## src/bmpdec_pkg.sv

```systemverilog
// Shared types and constants for the BMP 24-bit pixel stream decoder.
// No dependencies; compiled before every other file of the block.
package bmpdec_pkg;

    // Largest image the decoder accepts; larger headers give a size error.
    localparam int MAX_WIDTH   = 4096;
    localparam int MAX_HEIGHT  = 4096;

    localparam int BYTE_W      = 8;
    localparam int COORD_W     = 12;
    localparam int SCREEN_W    = 13;
    localparam int WORD_W      = 32;
    // Column and row counters must hold the maximum dimension itself.
    localparam int COL_CNT_W   = $clog2(MAX_WIDTH + 1);
    localparam int ROW_CNT_W   = $clog2(MAX_HEIGHT + 1);
    // Bytes in one padded row, plus headroom for the rounding add.
    localparam int ROWB_W      = $clog2(3 * MAX_WIDTH + 4);

    // Header byte positions (little-endian 32-bit fields).
    localparam int OFFSET_POS  = 10;
    localparam int WIDTH_POS   = 18;
    localparam int HEIGHT_POS  = 22;
    localparam int HEADER_LAST = 25;

    // Result queue between parser and output stage.
    localparam int QUEUE_DEPTH = 4;
    localparam int QPTR_W      = $clog2(QUEUE_DEPTH);
    localparam int QCNT_W      = $clog2(QUEUE_DEPTH + 1);

    typedef struct packed {
        logic [BYTE_W-1:0]  red;
        logic [BYTE_W-1:0]  green;
        logic [BYTE_W-1:0]  blue;
        logic [COORD_W-1:0] column;
        logic [COORD_W-1:0] row;
        logic               last_pixel;
        logic               size_error;
    } t_result;

endpackage

```

## src/bmpdec_if.sv

```systemverilog
// Handshake channels of the BMP decoder: byte input and pixel output.
// Depends on bmpdec_pkg for field widths.
interface bmpdec_byte_if;
    import bmpdec_pkg::*;

    logic              valid;
    logic              ready;
    logic [BYTE_W-1:0] data_byte;
    logic              start_of_file;

    modport source(output valid, data_byte, start_of_file, input ready);
    modport sink(input valid, data_byte, start_of_file, output ready);
endinterface

interface bmpdec_pix_if;
    import bmpdec_pkg::*;

    logic                       valid;
    logic                       ready;
    logic [BYTE_W-1:0]          red;
    logic [BYTE_W-1:0]          green;
    logic [BYTE_W-1:0]          blue;
    logic [COORD_W-1:0]         column;
    logic [COORD_W-1:0]         row;
    logic signed [SCREEN_W-1:0] screen_y;
    logic                       last_pixel;
    logic                       size_error;

    modport source(output valid, red, green, blue, column, row, screen_y,
                   last_pixel, size_error, input ready);
    modport sink(input valid, red, green, blue, column, row, screen_y,
                 last_pixel, size_error, output ready);
endinterface

```

## src/bmp_24bit_pixel_stream_decoder_core.sv

```systemverilog
// Decodes a 24-bit BMP file delivered one byte per item into pixel results.
// The core accepts one byte every clock cycle while the result queue has room;
// a byte whose pixel completes (its red byte) or whose header check fails is pushed
// into the result queue, then the output register. Input ready falls only when the
// four-entry result queue between parser and output stage is full, which
// happens only while the pixel sink stalls. Header bytes 10..13, 18..21 and
// 22..25 give offset, width and height magnitude; bytes up to the offset are
// dropped; rows are padded to four bytes. A width or height above 4096 gives
// one result with size_error set and no pixels. Assert start_of_file on the
// first byte of each file; bottom_line may be written only while idle.
module bmp_24bit_pixel_stream_decoder_core (
    input  logic                           i_clk,
    input  logic                           i_rst_n,
    input  logic                           i_cfg_wr_en,
    input  logic [bmpdec_pkg::COORD_W-1:0] i_cfg_wr_data,
    bmpdec_byte_if.sink                    i_byte,
    bmpdec_pix_if.source                   o_pix
);
    import bmpdec_pkg::*;

    logic    push;
    logic    push_ready;
    t_result push_data;
    logic    pop_valid;
    logic    pop;
    t_result pop_data;

    bmpdec_front u_front (
        .i_clk        (i_clk),
        .i_rst_n      (i_rst_n),
        .i_byte       (i_byte),
        .i_push_ready (push_ready),
        .o_push       (push),
        .o_push_data  (push_data)
    );

    bmpdec_queue u_queue (
        .i_clk        (i_clk),
        .i_rst_n      (i_rst_n),
        .i_push       (push),
        .i_push_data  (push_data),
        .o_push_ready (push_ready),
        .o_pop_valid  (pop_valid),
        .o_pop_data   (pop_data),
        .i_pop        (pop)
    );

    bmpdec_back u_back (
        .i_clk         (i_clk),
        .i_rst_n       (i_rst_n),
        .i_cfg_wr_en   (i_cfg_wr_en),
        .i_cfg_wr_data (i_cfg_wr_data),
        .i_pop_valid   (pop_valid),
        .i_pop_data    (pop_data),
        .o_pop         (pop),
        .o_pix         (o_pix)
    );

endmodule

```

## src/bmpdec_front.sv

```systemverilog
// Byte parser: header field capture, skip to pixel data, B,G,R assembly.
// Depends on bmpdec_pkg and bmpdec_byte_if; pushes results into the queue.
module bmpdec_front (
    input  logic                 i_clk,
    input  logic                 i_rst_n,
    bmpdec_byte_if.sink          i_byte,
    input  logic                 i_push_ready,
    output logic                 o_push,
    output bmpdec_pkg::t_result  o_push_data
);
    import bmpdec_pkg::*;

    localparam logic [1:0] PH_HEADER = 2'd0;
    localparam logic [1:0] PH_SKIP   = 2'd1;
    localparam logic [1:0] PH_PIXELS = 2'd2;
    localparam logic [1:0] PH_DONE   = 2'd3;

    logic [1:0]            r_phase, n_phase;
    logic [WORD_W-1:0]     r_pos, n_pos;
    logic [WORD_W-1:0]     r_offset, n_offset;
    logic [WORD_W-1:0]     r_width, n_width;
    logic [23:0]           r_height_lo, n_height_lo;
    logic [ROWB_W-1:0]     r_bir, n_bir;
    logic [1:0]            r_k, n_k;
    logic [COL_CNT_W-1:0]  r_col, n_col;
    logic [ROW_CNT_W-1:0]  r_row, n_row;
    logic [BYTE_W-1:0]     r_blue, n_blue;
    logic [BYTE_W-1:0]     r_green, n_green;
    logic [COL_CNT_W-1:0]  r_wm1, n_wm1;
    logic [ROW_CNT_W-1:0]  r_hm1, n_hm1;
    logic [ROWB_W-1:0]     r_pix_bytes, n_pix_bytes;
    logic [ROWB_W-1:0]     r_row_bytes, n_row_bytes;

    logic                  accept;
    logic [1:0]            phase_e;
    logic [WORD_W-1:0]     pos_e;
    logic [1:0]            lane;
    logic [BYTE_W-1:0]     b;
    logic [WORD_W-1:0]     hgt;
    logic [WORD_W-1:0]     hmag;
    logic [COL_CNT_W-1:0]  w_lo;
    logic [ROWB_W-1:0]     pix_bytes;
    logic [ROWB_W-1:0]     pix_round;
    logic                  do_pixel;
    logic                  last;
    logic                  fin;
    logic [ROWB_W-1:0]     bir_inc;
    t_result               res;

    assign i_byte.ready = i_push_ready;
    assign accept       = i_byte.valid & i_push_ready;
    assign b            = i_byte.data_byte;
    // A start-of-file byte is parsed as byte zero of a fresh header.
    assign phase_e      = i_byte.start_of_file ? PH_HEADER : r_phase;
    assign pos_e        = i_byte.start_of_file ? '0 : r_pos;
    // All three header fields start at byte lane 2 of a 4-byte group.
    assign lane         = pos_e[1:0] - 2'(OFFSET_POS);

    assign hgt       = {b, r_height_lo};
    assign hmag      = b[7] ? (WORD_W'(0) - hgt) : hgt;
    assign w_lo      = r_width[COL_CNT_W-1:0];
    assign pix_bytes = ROWB_W'({w_lo, 1'b0}) + ROWB_W'(w_lo);
    assign pix_round = pix_bytes + ROWB_W'(3);
    assign last      = (r_col == r_wm1) && (r_row == r_hm1);
    assign bir_inc   = r_bir + ROWB_W'(1);

    always_comb begin
        n_phase     = r_phase;
        n_pos       = r_pos;
        n_offset    = r_offset;
        n_width     = r_width;
        n_height_lo = r_height_lo;
        n_bir       = r_bir;
        n_k         = r_k;
        n_col       = r_col;
        n_row       = r_row;
        n_blue      = r_blue;
        n_green     = r_green;
        n_wm1       = r_wm1;
        n_hm1       = r_hm1;
        n_pix_bytes = r_pix_bytes;
        n_row_bytes = r_row_bytes;
        do_pixel    = 1'b0;
        fin         = 1'b0;
        o_push      = 1'b0;
        res         = '0;

        if (accept) begin
            case (phase_e)
                PH_HEADER: begin
                    n_phase = PH_HEADER;
                    n_pos   = pos_e + WORD_W'(1);
                    if (pos_e inside {[OFFSET_POS:OFFSET_POS+3]}) begin
                        n_offset[{lane, 3'b000} +: BYTE_W] = b;
                    end else if (pos_e inside {[WIDTH_POS:WIDTH_POS+3]}) begin
                        n_width[{lane, 3'b000} +: BYTE_W] = b;
                    end else if (pos_e inside {[HEIGHT_POS:HEADER_LAST-1]}) begin
                        n_height_lo[{lane, 3'b000} +: BYTE_W] = b;
                    end
                    if (pos_e == WORD_W'(HEADER_LAST)) begin
                        n_wm1       = w_lo - COL_CNT_W'(1);
                        n_hm1       = hmag[ROW_CNT_W-1:0] - ROW_CNT_W'(1);
                        n_pix_bytes = pix_bytes;
                        n_row_bytes = {pix_round[ROWB_W-1:2], 2'b00};
                        n_bir       = '0;
                        n_k         = '0;
                        n_col       = '0;
                        n_row       = '0;
                        if (r_width > WORD_W'(MAX_WIDTH) ||
                            hmag > WORD_W'(MAX_HEIGHT)) begin
                            res.size_error = 1'b1;
                            o_push         = 1'b1;
                            n_phase        = PH_DONE;
                        end else if (r_width == '0 || hmag == '0) begin
                            n_phase = PH_DONE;
                        end else begin
                            n_phase = PH_SKIP;
                        end
                    end
                end
                PH_SKIP: begin
                    if (r_pos < r_offset) begin
                        n_pos = r_pos + WORD_W'(1);
                    end else begin
                        do_pixel = 1'b1;
                    end
                end
                PH_PIXELS: begin
                    do_pixel = 1'b1;
                end
                default: begin
                end
            endcase
        end

        if (do_pixel) begin
            n_phase = PH_PIXELS;
            if (r_bir < r_pix_bytes) begin
                case (r_k)
                    2'd0: begin
                        n_blue = b;
                        n_k    = 2'd1;
                    end
                    2'd1: begin
                        n_green = b;
                        n_k     = 2'd2;
                    end
                    default: begin
                        res.red        = b;
                        res.green      = r_green;
                        res.blue       = r_blue;
                        res.column     = r_col[COORD_W-1:0];
                        res.row        = r_row[COORD_W-1:0];
                        res.last_pixel = last;
                        o_push         = 1'b1;
                        n_col          = r_col + COL_CNT_W'(1);
                        n_k            = 2'd0;
                        if (last) begin
                            n_phase = PH_DONE;
                            fin     = 1'b1;
                        end
                    end
                endcase
            end
            if (!fin) begin
                n_bir = bir_inc;
                // Row ends after its padding; advance to the next row.
                if (bir_inc == r_row_bytes) begin
                    n_bir = '0;
                    n_col = '0;
                    n_k   = 2'd0;
                    n_row = r_row + ROW_CNT_W'(1);
                    if (r_row == r_hm1) begin
                        n_phase = PH_DONE;
                    end
                end
            end
        end
    end

    assign o_push_data = res;

    always_ff @(posedge i_clk) begin
        if (!i_rst_n) begin
            r_phase <= PH_HEADER;
            r_pos   <= '0;
        end else begin
            r_phase <= n_phase;
            r_pos   <= n_pos;
        end
    end

    always_ff @(posedge i_clk) begin
        r_offset    <= n_offset;
        r_width     <= n_width;
        r_height_lo <= n_height_lo;
        r_bir       <= n_bir;
        r_k         <= n_k;
        r_col       <= n_col;
        r_row       <= n_row;
        r_blue      <= n_blue;
        r_green     <= n_green;
        r_wm1       <= n_wm1;
        r_hm1       <= n_hm1;
        r_pix_bytes <= n_pix_bytes;
        r_row_bytes <= n_row_bytes;
    end

endmodule

```

## src/bmpdec_queue.sv

```systemverilog
// Small result queue decoupling the byte parser from the output stage.
// Depends on bmpdec_pkg for the result type and depth.
module bmpdec_queue (
    input  logic                 i_clk,
    input  logic                 i_rst_n,
    input  logic                 i_push,
    input  bmpdec_pkg::t_result  i_push_data,
    output logic                 o_push_ready,
    output logic                 o_pop_valid,
    output bmpdec_pkg::t_result  o_pop_data,
    input  logic                 i_pop
);
    import bmpdec_pkg::*;

    t_result            r_mem [QUEUE_DEPTH];
    logic [QPTR_W-1:0]  r_wr_ptr, n_wr_ptr;
    logic [QPTR_W-1:0]  r_rd_ptr, n_rd_ptr;
    logic [QCNT_W-1:0]  r_count, n_count;

    assign o_push_ready = (r_count != QCNT_W'(QUEUE_DEPTH));
    assign o_pop_valid  = (r_count != '0);
    assign o_pop_data   = r_mem[r_rd_ptr];

    always_comb begin
        n_wr_ptr = i_push ? r_wr_ptr + QPTR_W'(1) : r_wr_ptr;
        n_rd_ptr = i_pop ? r_rd_ptr + QPTR_W'(1) : r_rd_ptr;
        n_count  = r_count;
        if (i_push && !i_pop) begin
            n_count = r_count + QCNT_W'(1);
        end else if (!i_push && i_pop) begin
            n_count = r_count - QCNT_W'(1);
        end
    end

    always_ff @(posedge i_clk) begin
        if (!i_rst_n) begin
            r_wr_ptr <= '0;
            r_rd_ptr <= '0;
            r_count  <= '0;
        end else begin
            r_wr_ptr <= n_wr_ptr;
            r_rd_ptr <= n_rd_ptr;
            r_count  <= n_count;
        end
    end

    always_ff @(posedge i_clk) begin
        if (i_push) begin
            r_mem[r_wr_ptr] <= i_push_data;
        end
    end

    a_no_overflow: assert property (@(posedge i_clk) disable iff (!i_rst_n)
        i_push |-> o_push_ready)
        else $error("result pushed into full queue");

    a_no_underflow: assert property (@(posedge i_clk) disable iff (!i_rst_n)
        i_pop |-> o_pop_valid)
        else $error("result popped from empty queue");

    a_count_bound: assert property (@(posedge i_clk) disable iff (!i_rst_n)
        r_count <= QCNT_W'(QUEUE_DEPTH))
        else $error("queue count beyond depth");

    a_ptr_gap: assert property (@(posedge i_clk) disable iff (!i_rst_n)
        r_wr_ptr == QPTR_W'(r_rd_ptr + r_count[QPTR_W-1:0]))
        else $error("queue pointers disagree with count");

endmodule

```

## src/bmpdec_back.sv

```systemverilog
// Output stage: holds the bottom_line register, forms screen_y, and drives
// the pixel channel from an output register. Depends on bmpdec_pkg, bmpdec_pix_if.
module bmpdec_back (
    input  logic                         i_clk,
    input  logic                         i_rst_n,
    input  logic                         i_cfg_wr_en,
    input  logic [bmpdec_pkg::COORD_W-1:0] i_cfg_wr_data,
    input  logic                         i_pop_valid,
    input  bmpdec_pkg::t_result          i_pop_data,
    output logic                         o_pop,
    bmpdec_pix_if.source                 o_pix
);
    import bmpdec_pkg::*;

    localparam logic [COORD_W-1:0] BOTTOM_LINE_RST = COORD_W'(240);

    logic [COORD_W-1:0]  r_bottom_line;
    logic                r_valid;
    t_result             r_res;
    logic [SCREEN_W-1:0] r_screen_y;
    logic [SCREEN_W-1:0] screen_y;
    logic                pop;

    assign pop   = i_pop_valid && (!r_valid || o_pix.ready);
    assign o_pop = pop;
    // Error results carry zero in every field but the error flag.
    assign screen_y = i_pop_data.size_error ? '0 :
                      {1'b0, r_bottom_line} - {1'b0, i_pop_data.row};

    always_ff @(posedge i_clk) begin
        if (!i_rst_n) begin
            r_bottom_line <= BOTTOM_LINE_RST;
            r_valid       <= 1'b0;
        end else begin
            if (i_cfg_wr_en) begin
                r_bottom_line <= i_cfg_wr_data;
            end
            if (pop) begin
                r_valid <= 1'b1;
            end else if (o_pix.ready) begin
                r_valid <= 1'b0;
            end
        end
    end

    always_ff @(posedge i_clk) begin
        if (pop) begin
            r_res      <= i_pop_data;
            r_screen_y <= screen_y;
        end
    end

    assign o_pix.valid      = r_valid;
    assign o_pix.red        = r_res.red;
    assign o_pix.green      = r_res.green;
    assign o_pix.blue       = r_res.blue;
    assign o_pix.column     = r_res.column;
    assign o_pix.row        = r_res.row;
    assign o_pix.screen_y   = r_screen_y;
    assign o_pix.last_pixel = r_res.last_pixel;
    assign o_pix.size_error = r_res.size_error;

endmodule

```

## src/flat_wrapper.sv

```systemverilog
// flat-port wrapper written by rule: the top's interface ports become plain ports
module bmp_24bit_pixel_stream_decoder_core_flat import bmpdec_pkg::*;
  (i_clk, i_rst_n, i_cfg_wr_en, i_cfg_wr_data, i_byte_valid, i_byte_data_byte, i_byte_start_of_file, i_byte_ready, o_pix_valid, o_pix_red, o_pix_green, o_pix_blue, o_pix_column, o_pix_row, o_pix_screen_y, o_pix_last_pixel, o_pix_size_error, o_pix_ready);
  bmpdec_byte_if i_byte_i ();
  bmpdec_pix_if o_pix_i ();
  input  logic i_clk;
  input  logic i_rst_n;
  input  logic i_cfg_wr_en;
  input  logic [bmpdec_pkg::COORD_W-1:0] i_cfg_wr_data;
  input wire logic [$bits(i_byte_i.valid)-1:0] i_byte_valid;
  input wire logic [$bits(i_byte_i.data_byte)-1:0] i_byte_data_byte;
  input wire logic [$bits(i_byte_i.start_of_file)-1:0] i_byte_start_of_file;
  output wire logic [$bits(i_byte_i.ready)-1:0] i_byte_ready;
  output wire logic [$bits(o_pix_i.valid)-1:0] o_pix_valid;
  output wire logic [$bits(o_pix_i.red)-1:0] o_pix_red;
  output wire logic [$bits(o_pix_i.green)-1:0] o_pix_green;
  output wire logic [$bits(o_pix_i.blue)-1:0] o_pix_blue;
  output wire logic [$bits(o_pix_i.column)-1:0] o_pix_column;
  output wire logic [$bits(o_pix_i.row)-1:0] o_pix_row;
  output wire logic [$bits(o_pix_i.screen_y)-1:0] o_pix_screen_y;
  output wire logic [$bits(o_pix_i.last_pixel)-1:0] o_pix_last_pixel;
  output wire logic [$bits(o_pix_i.size_error)-1:0] o_pix_size_error;
  input wire logic [$bits(o_pix_i.ready)-1:0] o_pix_ready;
  assign i_byte_i.valid = i_byte_valid;
  assign i_byte_i.data_byte = i_byte_data_byte;
  assign i_byte_i.start_of_file = i_byte_start_of_file;
  assign i_byte_ready = i_byte_i.ready;
  assign o_pix_valid = o_pix_i.valid;
  assign o_pix_red = o_pix_i.red;
  assign o_pix_green = o_pix_i.green;
  assign o_pix_blue = o_pix_i.blue;
  assign o_pix_column = o_pix_i.column;
  assign o_pix_row = o_pix_i.row;
  assign o_pix_screen_y = o_pix_i.screen_y;
  assign o_pix_last_pixel = o_pix_i.last_pixel;
  assign o_pix_size_error = o_pix_i.size_error;
  assign o_pix_i.ready = o_pix_ready;
  bmp_24bit_pixel_stream_decoder_core u_core (.i_clk(i_clk), .i_rst_n(i_rst_n), .i_cfg_wr_en(i_cfg_wr_en), .i_cfg_wr_data(i_cfg_wr_data), .i_byte(i_byte_i), .o_pix(o_pix_i));
endmodule
```

## config.mk

```make
export PLATFORM = sky130hd
export DESIGN_NAME = bmp_24bit_pixel_stream_decoder_core_flat
export DESIGN_NICKNAME = d
export VERILOG_FILES = /design/src/bmpdec_pkg.sv /design/src/bmpdec_if.sv /design/src/bmp_24bit_pixel_stream_decoder_core.sv /design/src/bmpdec_front.sv /design/src/bmpdec_queue.sv /design/src/bmpdec_back.sv /design/src/flat_wrapper.sv
export SDC_FILE = /design/constraint.sdc
export NUM_CORES = 1
export LEC_CHECK = 0
export BUFFER_PORTS_ARGS = -buffer_cell sky130_fd_sc_hd__clkbuf_2
export CAP_MARGIN = 20
export CORE_ASPECT_RATIO = 0.6
export CORE_UTILIZATION = 64
export CTS_BUF_LIST = sky130_fd_sc_hd__clkbuf_8
export DETAILED_ROUTE_END_ITERATION = 6
export HOLD_SLACK_MARGIN = 0.15
export PLACE_DENSITY = 0.8
export SYNTH_ARGS = -nofsm -noshare
export SYNTH_HDL_FRONTEND = slang
export SYNTH_HIERARCHICAL = 1
export SYNTH_SLANG_ARGS = --single-unit
```

## constraint.sdc

```tcl
create_clock -name i_clk -period 6.2 [get_ports i_clk]
set_clock_uncertainty 0.2 [all_clocks]
set_input_delay 0.62 -clock i_clk [delete_from_list [all_inputs] [get_ports i_clk]]
set_output_delay 0.62 -clock i_clk [all_outputs]
set_load 0.05 [all_outputs]
```

==> metrics.txt, run 1 <==
run status finished clean; number of instances in the synthesized netlist just under 2000; CP cell instances inv_1, ha_1, nor4b_2, buf_4, nand3_1, nor4b_1, a41oi_1, a2111oi_0, o21ai_0, nor4_4, o22ai_1, ha_1, inv_1, fa_1, xor2_1, or3_1, a21boi_0; Total GRT Usage 27.72%; CORE AREA 37850 µm²; worst hold start i_byte_data_byte[2]; Post-synth top cells 419 x sky130_fd_sc_hd__edfxtp_1, 108 x sky130_fd_sc_hd__inv_1, 106 x sky130_fd_sc_hd__and2_1; combined buffer and inverter count along the critical path 3; clock network latency to the later pin of the worst-skew pair around 0.63 ns; unrepaired setup endpoints after global routing false; area enclosed by the die boundary 39450 µm²; number of antenna violations at the first check in global routing 1; vias in the first global route 15450; CTS tree yes; fraction of layout cells with a size suffix above 1 14.68%; category of cells accounting for the largest share of critical-path delay simple AND/OR/NAND/NOR gates; hold buffer count at CTS 13; fraction of registers with async set/reset 0%; maximum number of pins on one net before global-route repair 69; CP Capture Type flip-flop; fraction of synthesized cell area taken by the top area cell type 50.88%; launching point of the worst reg2reg path u_core/u_front/r_height_lo[0]; clock sink count roughly 520; CP max stage delay 0.64 ns; Min-Delay Path Class in2reg; setup slack of the most critical reg-to-reg path 1.22 ns; Detail Placement HPWL about 38 mm; IO Pins 91; cells resized by post-CTS repair 0; Total Wirelength between 50 and 60 mm; sequential-to-total area share from yosys stat between 50 and 60%; fill cell count approximately 2500; Critical-path top delay cell sky130_fd_sc_hd__nor4b_1; Clock Tree Buf Depth 3; length in cells of the worst reg-to-reg path 17; sum of internal, switching and leakage power 6.354 mW; number of design rule violations left after detail routing 0; height of the chip roughly 150 µm; wire per inst between 20 and 25 µm; net count after synthesis about 2100; hold depth 1; final worst-path cycle share between 80% and 90%; minimum clock period after layout about 5.0 ns; power per cell area about 230 nW/µm²; drt pass-1 iters 7; average instance area after synthesis approximately 13 µm²; synthesis-to-layout area growth 9.467%; weighted congestion reported at the end of routability-driven placement 0.9680; count of cell types in the netlist just under 100; most frequently used cell type in the post-synthesis netlist sky130_fd_sc_hd__edfxtp_1; final sum of negative setup slack 0 ns; timing-limited maximum frequency roughly 200 MHz; Arrival @ worst endpoint approximately 5.3 ns; number of max-slew violations in the final report 0; worst-margin pin slew 0.9524 ns; crit-path max FO 11; endpoint of the most critical register-to-register path u_core/u_queue/r_count[2]; Antenna Nets Post-Route 0; number of enable flip-flop cells after synthesis between 400 and 500; relative max-transition margin a little over a third; width of the die 255.8 µm; leakage power roughly 9.3 nW; wire length of the first global-routing pass ~85 mm; initial core utilization about two thirds; total grt overflow 0; number of setup violations in the final report 0; VDD IR max ~0.00027 V; fin nets roughly 2200; startpoint-to-endpoint class of the critical path reg2reg; Inserted Clock Buffers 73; most instantiated flip-flop cell in the synthesis netlist sky130_fd_sc_hd__edfxtp_1; root buffer selected by CTS sky130_fd_sc_hd__clkbuf_8; number of hold-slack violations in the final timing report 0; Worst Hold End u_core/u_front/r_green[2]; clock slew seen by the registers of the worst setup and hold paths around 0.070 ns; Clock H-tree levels 3; Yosys warning count 6; cell accounting for the most synthesized area sky130_fd_sc_hd__edfxtp_1; buffers added on ports 90; iteration-0 DRC count of the detailed router around 1800; dominant cells by area after synthesis sky130_fd_sc_hd__edfxtp_1 51%, sky130_fd_sc_hd__dfxtp_1 7.9%, sky130_fd_sc_hd__ha_1 5.1%; number of rows in the core area 55; Crit path required time about 6.6 ns; Vias per Instance approximately 6.2; crit start category flip-flop; count of max-cap constraint violations 0; post-synthesis instance area ~25000 µm²; Synth Register Bits approximately 520; setup fix buffers added after clock tree synthesis 0; via count 16170
==> state kept, by name (all words and copies together) (netlist names), 8 cells and up, named ones only <==
| name | count |
|---|---|
| u_core/u_front/r_hm1 | 13 |
| u_core/u_front/r_row_bytes | 12 |
| u_core/u_front/r_col | 13 |
| u_core/u_front/r_row | 13 |
| u_core/u_front/r_pix_bytes | 14 |
| u_core/u_back/o_pix.red | 8 |
| u_core/u_front/r_green | 8 |
| u_core/u_back/o_pix.column | 12 |
| u_core/u_back/r_bottom_line | 12 |
| u_core/u_back/o_pix.blue | 8 |
| u_core/u_front/r_wm1 | 13 |
| u_core/u_front/r_height_lo | 24 |
| u_core/u_back/o_pix.row | 12 |
| u_core/u_front/r_width | 32 |
| u_core/u_back/o_pix.green | 8 |
| u_core/u_front/r_offset | 32 |
| u_core/u_queue/r_mem | 200 |
| u_core/u_front/r_bir | 14 |
| u_core/u_front/r_blue | 8 |
| u_core/u_front/r_pos | 32 |
| u_core/u_back/o_pix.screen_y | 13 |
==> kinds of logic (layout without fill, tap and decap cells) <==
kind of cell               after synthesis  count (layout)  share of synthesized area (%)
and+or+nand+nor                        630             630                          14.25
DFF                                    517             517                          58.81
AOI/OAI and AO/OA                      282             282                          7.868
buffers and inverters                  186             362                          3.375
xor gates and xnor gates               113             113                          4.002
adders and majority gates              103             103                          5.303
muxes                                   91              91                          6.390
other                                    0               1                              0
==> report_power, final <==
part           switching, mW  internal (mW)
Combinational         0.0778         0.0452
Sequential           0.00506           3.71
Clock                   1.27           1.24
Total                   1.36           5.00
==> final cells by class <==
cell class | count | area [µm²] | area share [%]
Sequential cell | 517 | 14550 | 53.75
Tap cell | 513 | 641.9 | 2.371
Timing Repair Buffer | 121 | 728.2 | 2.690
Clock buffer | 77 | 1060 | 3.915
Multi-Input combinational cell | 1219 | 9380 | 34.65
Antenna cell | 1 | 2.502 | 0.009244
Clock inverter | 54 | 295.3 | 1.091
Inverter | 110 | 412.9 | 1.525
==> stage by stage <==
stage	cell area, µm²	util (%)	hold slack [ns]	worst slack (ns)	cells
after floorplan	24730	-	0.2459	1.112	1922
after global placement	25580	67.59	0.2688	1.495	2467
after detailed placement	25580	67.59	0.2789	1.377	2467
after CTS	27070	71.51	0.1522	1.355	2611
after global routing	27070	71.52	0.1703	0.8534	2612
final	27070	71.52	0.2014	1.218	2612
==> layer usage <==
metal	vias up	share of wire, %	wire length, µm	GRT usage, %
met4	2	1.5	836	7.528
met3	77	9.7	5266	7.063
met1	7865	46	24640	42.11
li1	7455	-	-	-
met5	-	0.12	64	1.570
met2	767	43	23280	39.57
==> how the worst max path moves through the flow <==
stage | startpoint | end | slack (ns) | depth (start not counted)
after floorplan | u_core/u_back/o_pix.valid | u_core/u_queue/r_count[2] | 1.11 | 9
after global placement | u_core/u_front/r_height_lo[0] | u_core/u_queue/r_count[2] | 1.50 | 17
after detailed placement | u_core/u_front/r_height_lo[0] | u_core/u_queue/r_count[2] | 1.38 | 17
after CTS | u_core/u_front/r_height_lo[0] | u_core/u_queue/r_count[2] | 1.36 | 17
after global routing | u_core/u_front/r_height_lo[0] | u_core/u_queue/r_count[2] | 0.85 | 17
final | u_core/u_front/r_height_lo[0] | u_core/u_queue/r_count[2] | 1.22 | 17
==> placed cells by master, fill, tap and decap left out, types with 13 or more instances in the layout <==
| cell | netlist | routed |
|---|---|---|
| sky130_fd_sc_hd__dlygate4sd3_1 | 0 | 13 |
| sky130_fd_sc_hd__edfxtp_1 | 419 | 419 |
| sky130_fd_sc_hd__mux4_2 | 50 | 50 |
| sky130_fd_sc_hd__a21boi_0 | 25 | 25 |
| sky130_fd_sc_hd__and3_1 | 35 | 35 |
| sky130_fd_sc_hd__xnor2_1 | 75 | 75 |
| sky130_fd_sc_hd__nor4_1 | 40 | 40 |
| sky130_fd_sc_hd__a21oi_1 | 44 | 44 |
| sky130_fd_sc_hd__nand4_1 | 34 | 34 |
| sky130_fd_sc_hd__nor3_1 | 44 | 44 |
| sky130_fd_sc_hd__ha_1 | 100 | 100 |
| sky130_fd_sc_hd__o21a_1 | 15 | 15 |
| sky130_fd_sc_hd__nand2_1 | 97 | 97 |
| sky130_fd_sc_hd__mux2i_1 | 30 | 30 |
| sky130_fd_sc_hd__and2_1 | 106 | 102 |
| sky130_fd_sc_hd__a31oi_1 | 15 | 15 |
| sky130_fd_sc_hd__clkbuf_2 | 0 | 90 |
| sky130_fd_sc_hd__nor2_1 | 95 | 95 |
| sky130_fd_sc_hd__xor2_1 | 38 | 38 |
| sky130_fd_sc_hd__or3_1 | 17 | 17 |
| sky130_fd_sc_hd__dfxtp_1 | 98 | 96 |
| sky130_fd_sc_hd__clkinv_1 | 2 | 21 |
| sky130_fd_sc_hd__nor2b_1 | 29 | 28 |
| sky130_fd_sc_hd__buf_4 | 2 | 17 |
| sky130_fd_sc_hd__inv_1 | 108 | 127 |
| sky130_fd_sc_hd__clkbuf_8 | 0 | 77 |
| sky130_fd_sc_hd__o21ai_0 | 69 | 69 |
| sky130_fd_sc_hd__nand3_1 | 61 | 61 |
No activity file was read; power rests on OpenSTA's default activity.
==> inputs of run 2 (changes only) <==
--- a/config.mk
+++ b/config.mk
@@ -5,14 +5,15 @@
 export SDC_FILE = /design/constraint.sdc
 export NUM_CORES = 1
 export LEC_CHECK = 0
+export ABC_AREA = 1
 export BUFFER_PORTS_ARGS = -buffer_cell sky130_fd_sc_hd__clkbuf_2
 export CAP_MARGIN = 20
 export CORE_ASPECT_RATIO = 0.6
-export CORE_UTILIZATION = 64
+export CORE_UTILIZATION = 58
 export CTS_BUF_LIST = sky130_fd_sc_hd__clkbuf_8
 export DETAILED_ROUTE_END_ITERATION = 6
 export HOLD_SLACK_MARGIN = 0.15
-export PLACE_DENSITY = 0.8
+export PLACE_DENSITY = 0.76
 export SYNTH_ARGS = -nofsm -noshare
 export SYNTH_HDL_FRONTEND = slang
 export SYNTH_HIERARCHICAL = 1
==> constraint.sdc (replaced) <==
create_clock -name i_clk -period 4 [get_ports i_clk]
set_clock_uncertainty 0.2 [all_clocks]
set_input_delay 0.4 -clock i_clk [delete_from_list [all_inputs] [get_ports i_clk]]
set_output_delay 0.4 -clock i_clk [all_outputs]
set_load 0.05 [all_outputs]
==> metrics.txt, run 2 <==
power per cell area approximately 510 nW/µm²; Crit path required time 4.32 ns; Inserted Clock Buffers 77; CTS tree yes; width of the die between 200 and 300 µm; run status finished clean; Antenna Nets Post-Route 0; CP Capture Type flip-flop; via count around 20000; Arrival @ worst endpoint slightly above 4 ns; minimum clock period after layout around 3.8 ns; fraction of synthesized cell area taken by the top area cell type between 40 and 50%; vias in the first global route around 18000; number of design rule violations left after detail routing 0; number of hold-slack violations in the final timing report 0; worst-margin pin slew ~0.95 ns; cell accounting for the most synthesized area sky130_fd_sc_hd__edfxtp_1; Post-synth top cells 434 x sky130_fd_sc_hd__nand2_1, 419 x sky130_fd_sc_hd__edfxtp_1, 381 x sky130_fd_sc_hd__nor2_1; cell repeated most along the worst path sky130_fd_sc_hd__nand2_1; most common cell after layout, fill and taps aside sky130_fd_sc_hd__nand2_1; fill cell count ~3400; Clock H-tree levels 3; IO Pins 91; Core Util, Final roughly two thirds; clock slew seen by the registers of the worst setup and hold paths approximately 0.060 ns; VDD IR max 0.0008717 V; Synth Register Bits a little over 500; CP max stage delay between 0.4 and 0.5 ns; post-synthesis instance area ~26000 µm²; Min-Delay Path Class in2reg; Clock Tree Buf Depth 3; final std cells w/o fill between 3000 and 4000; Vias per Instance ~5.6; fin nets just under 3000; root buffer selected by CTS sky130_fd_sc_hd__clkbuf_8; final worst-path cycle share 94.68%; startpoint-to-endpoint class of the critical path reg2reg; count of cell types in the netlist between 50 and 60; total grt overflow 0; crit start category flip-flop; CORE AREA between 40000 and 50000 µm²; most frequently used cell type in the post-synthesis netlist sky130_fd_sc_hd__nand2_1; clock sink count roughly 520; number of antenna violations at the first check in global routing 1; hold_ws roughly 0.24 ns; initial core utilization 58.92%; timing-limited maximum frequency 264.0 MHz; CP cell instances inv_1, ha_1, nand2_1, nor2_1, nand2_1, nor4_1, nand2_1, nand2_1, nand2_1, nand2_1, nand2_1, inv_1, nand2_2, o21ai_0, buf_4, ha_1, inv_1, fa_1, inv_1, nand2_1, nand3_1, nand2_1, inv_1, nor2_1; maximum number of pins on one net before global-route repair 66; Detail Placement HPWL 44.06 mm; weighted congestion reported at the end of routability-driven placement 0.9449; clock network latency to the later pin of the worst-skew pair roughly 0.64 ns; category of cells accounting for the largest share of critical-path delay simple AND/OR/NAND/NOR gates; combined buffer and inverter count along the critical path 6; wire length of the first global-routing pass between 90 and 100 mm; flip-flop count of the largest register after layout 200; fraction of registers with async set/reset 0%; buffers added on ports 90; synthesis-to-layout area growth 11.40%; count of max-cap constraint violations 0; register ranked first by flip-flop count u_core/u_queue/r_mem; number of max-slew violations in the final report 0; Setup WS post-layout 0.2126 ns; # placed instances around 3300; number of instances in the synthesized netlist 2661; dominant cells by area after synthesis sky130_fd_sc_hd__edfxtp_1 49%, sky130_fd_sc_hd__dfxtp_1 7.7%, sky130_fd_sc_hd__nand2_1 6.4%; Total GRT Usage between 20% and 30%; leakage power about 11 nW; average instance area after synthesis about 9.6 µm²; leading cell types in the layout, fill and taps excluded 432 x sky130_fd_sc_hd__nand2_1, 419 x sky130_fd_sc_hd__edfxtp_1, 379 x sky130_fd_sc_hd__nor2_1; pre-CTS worst setup slack 0.04993 ns; most instantiated flip-flop cell in the synthesis netlist sky130_fd_sc_hd__edfxtp_1; drt pass-1 iters 7; Yosys warning count 6; area enclosed by the die boundary ~45000 µm²; fraction of layout cells with a size suffix above 1 10.30%; sequential-to-total area share from yosys stat around 57%; height of the chip approximately 160 µm; number of enable flip-flop cells after synthesis ~420; Critical-path top delay cell sky130_fd_sc_hd__nor4_1; wire per inst around 18 µm; number of rows in the core area 59; Total Wirelength about 63 mm; sum of internal, switching and leakage power 14.50 mW; number of setup violations in the final report 0; iteration-0 DRC count of the detailed router between 2000 and 2500; relative max-transition margin 36.81%; crit-path max FO 6; net count after synthesis 2790
run 2: cell families (layout without fill, tap and decap cells):
group | Yosys count | after routing | synth area share, %
simple gates | 1126 | 1126 | 18.95
flops | 517 | 517 | 56.77
buf+inv | 414 | 646 | 7.082
compound gates | 388 | 388 | 8.103
xor+xnor | 113 | 113 | 3.976
fa+ha+maj | 103 | 103 | 5.118
other cells | 0 | 1 | 0
run 2: worst paths after layout:
check | startpoint | endpoint | slack, ns | cells after the start
worst min register to register | u_core/u_back/r_bottom_line[0] | u_core/u_back/r_bottom_line[0] | 0.27 | 2
worst min-delay path | i_byte_start_of_file | u_core/u_front/r_pos[2] | 0.24 | 5
worst max-delay path | u_core/u_front/r_offset[25] | u_core/u_queue/r_count[2] | 0.21 | 24
worst max register to register | u_core/u_front/r_offset[25] | u_core/u_queue/r_count[2] | 0.21 | 24
run 2: final cells by class:
type / instances / area, µm² / share of cell area (%)
Sequential cell: 517 / 14550 / 50.98
Multi-Input combinational cell: 1730 / 9308 / 32.61
Inverter: 340 / 1304 / 4.568
Timing Repair Buffer: 165 / 1151 / 4.033
Clock buffer: 81 / 1115 / 3.906
Tap cell: 579 / 724.4 / 2.538
Clock inverter: 60 / 386.6 / 1.355
Antenna cell: 1 / 2.502 / 0.008768
run 2: where the power goes:
group	internal, mW	leakage (nW)	switching [mW]	total (mW)
logic	0.802	6.03	2.84	3.64
registers	6.37	4.31	0.230	6.60
clock network	2.16	0.851	2.09	4.26
total	9.34	11.2	5.16	14.5
run 2: timing repair:
item                                    CTS  global route
endpoints found under the hold margin    52             0
setup buffers                             0             0
hold buffers                             30             0
gates resized for setup                   0             7
endpoints found under the setup margin    0           203
run 2: routing by layer:
metal / track usage (%) / part of all wire, %
met2: 39.25 / 42
met3: 6.746 / 10
met5: 0 / 0
met4: 7.212 / 1.8
met1: 41.87 / 46
run 2: worst min-delay path, delay by kind of cell:
family,cells,cell delay [ns]
AOI/OAI and AO/OA,2,0.20
and+or+nand+nor,1,0.11
xor gates and xnor gates,1,0.12
buffers and inverters,1,0.19
run 2: metrics by stage:
step | cell area (µm²) | setup TNS (ns)
floorplan | 25650 | 0
global placement | 26720 | 0
detailed placement | 26720 | 0
CTS | 28520 | 0
global route | 28540 | -0.006261
finish | 28540 | 0
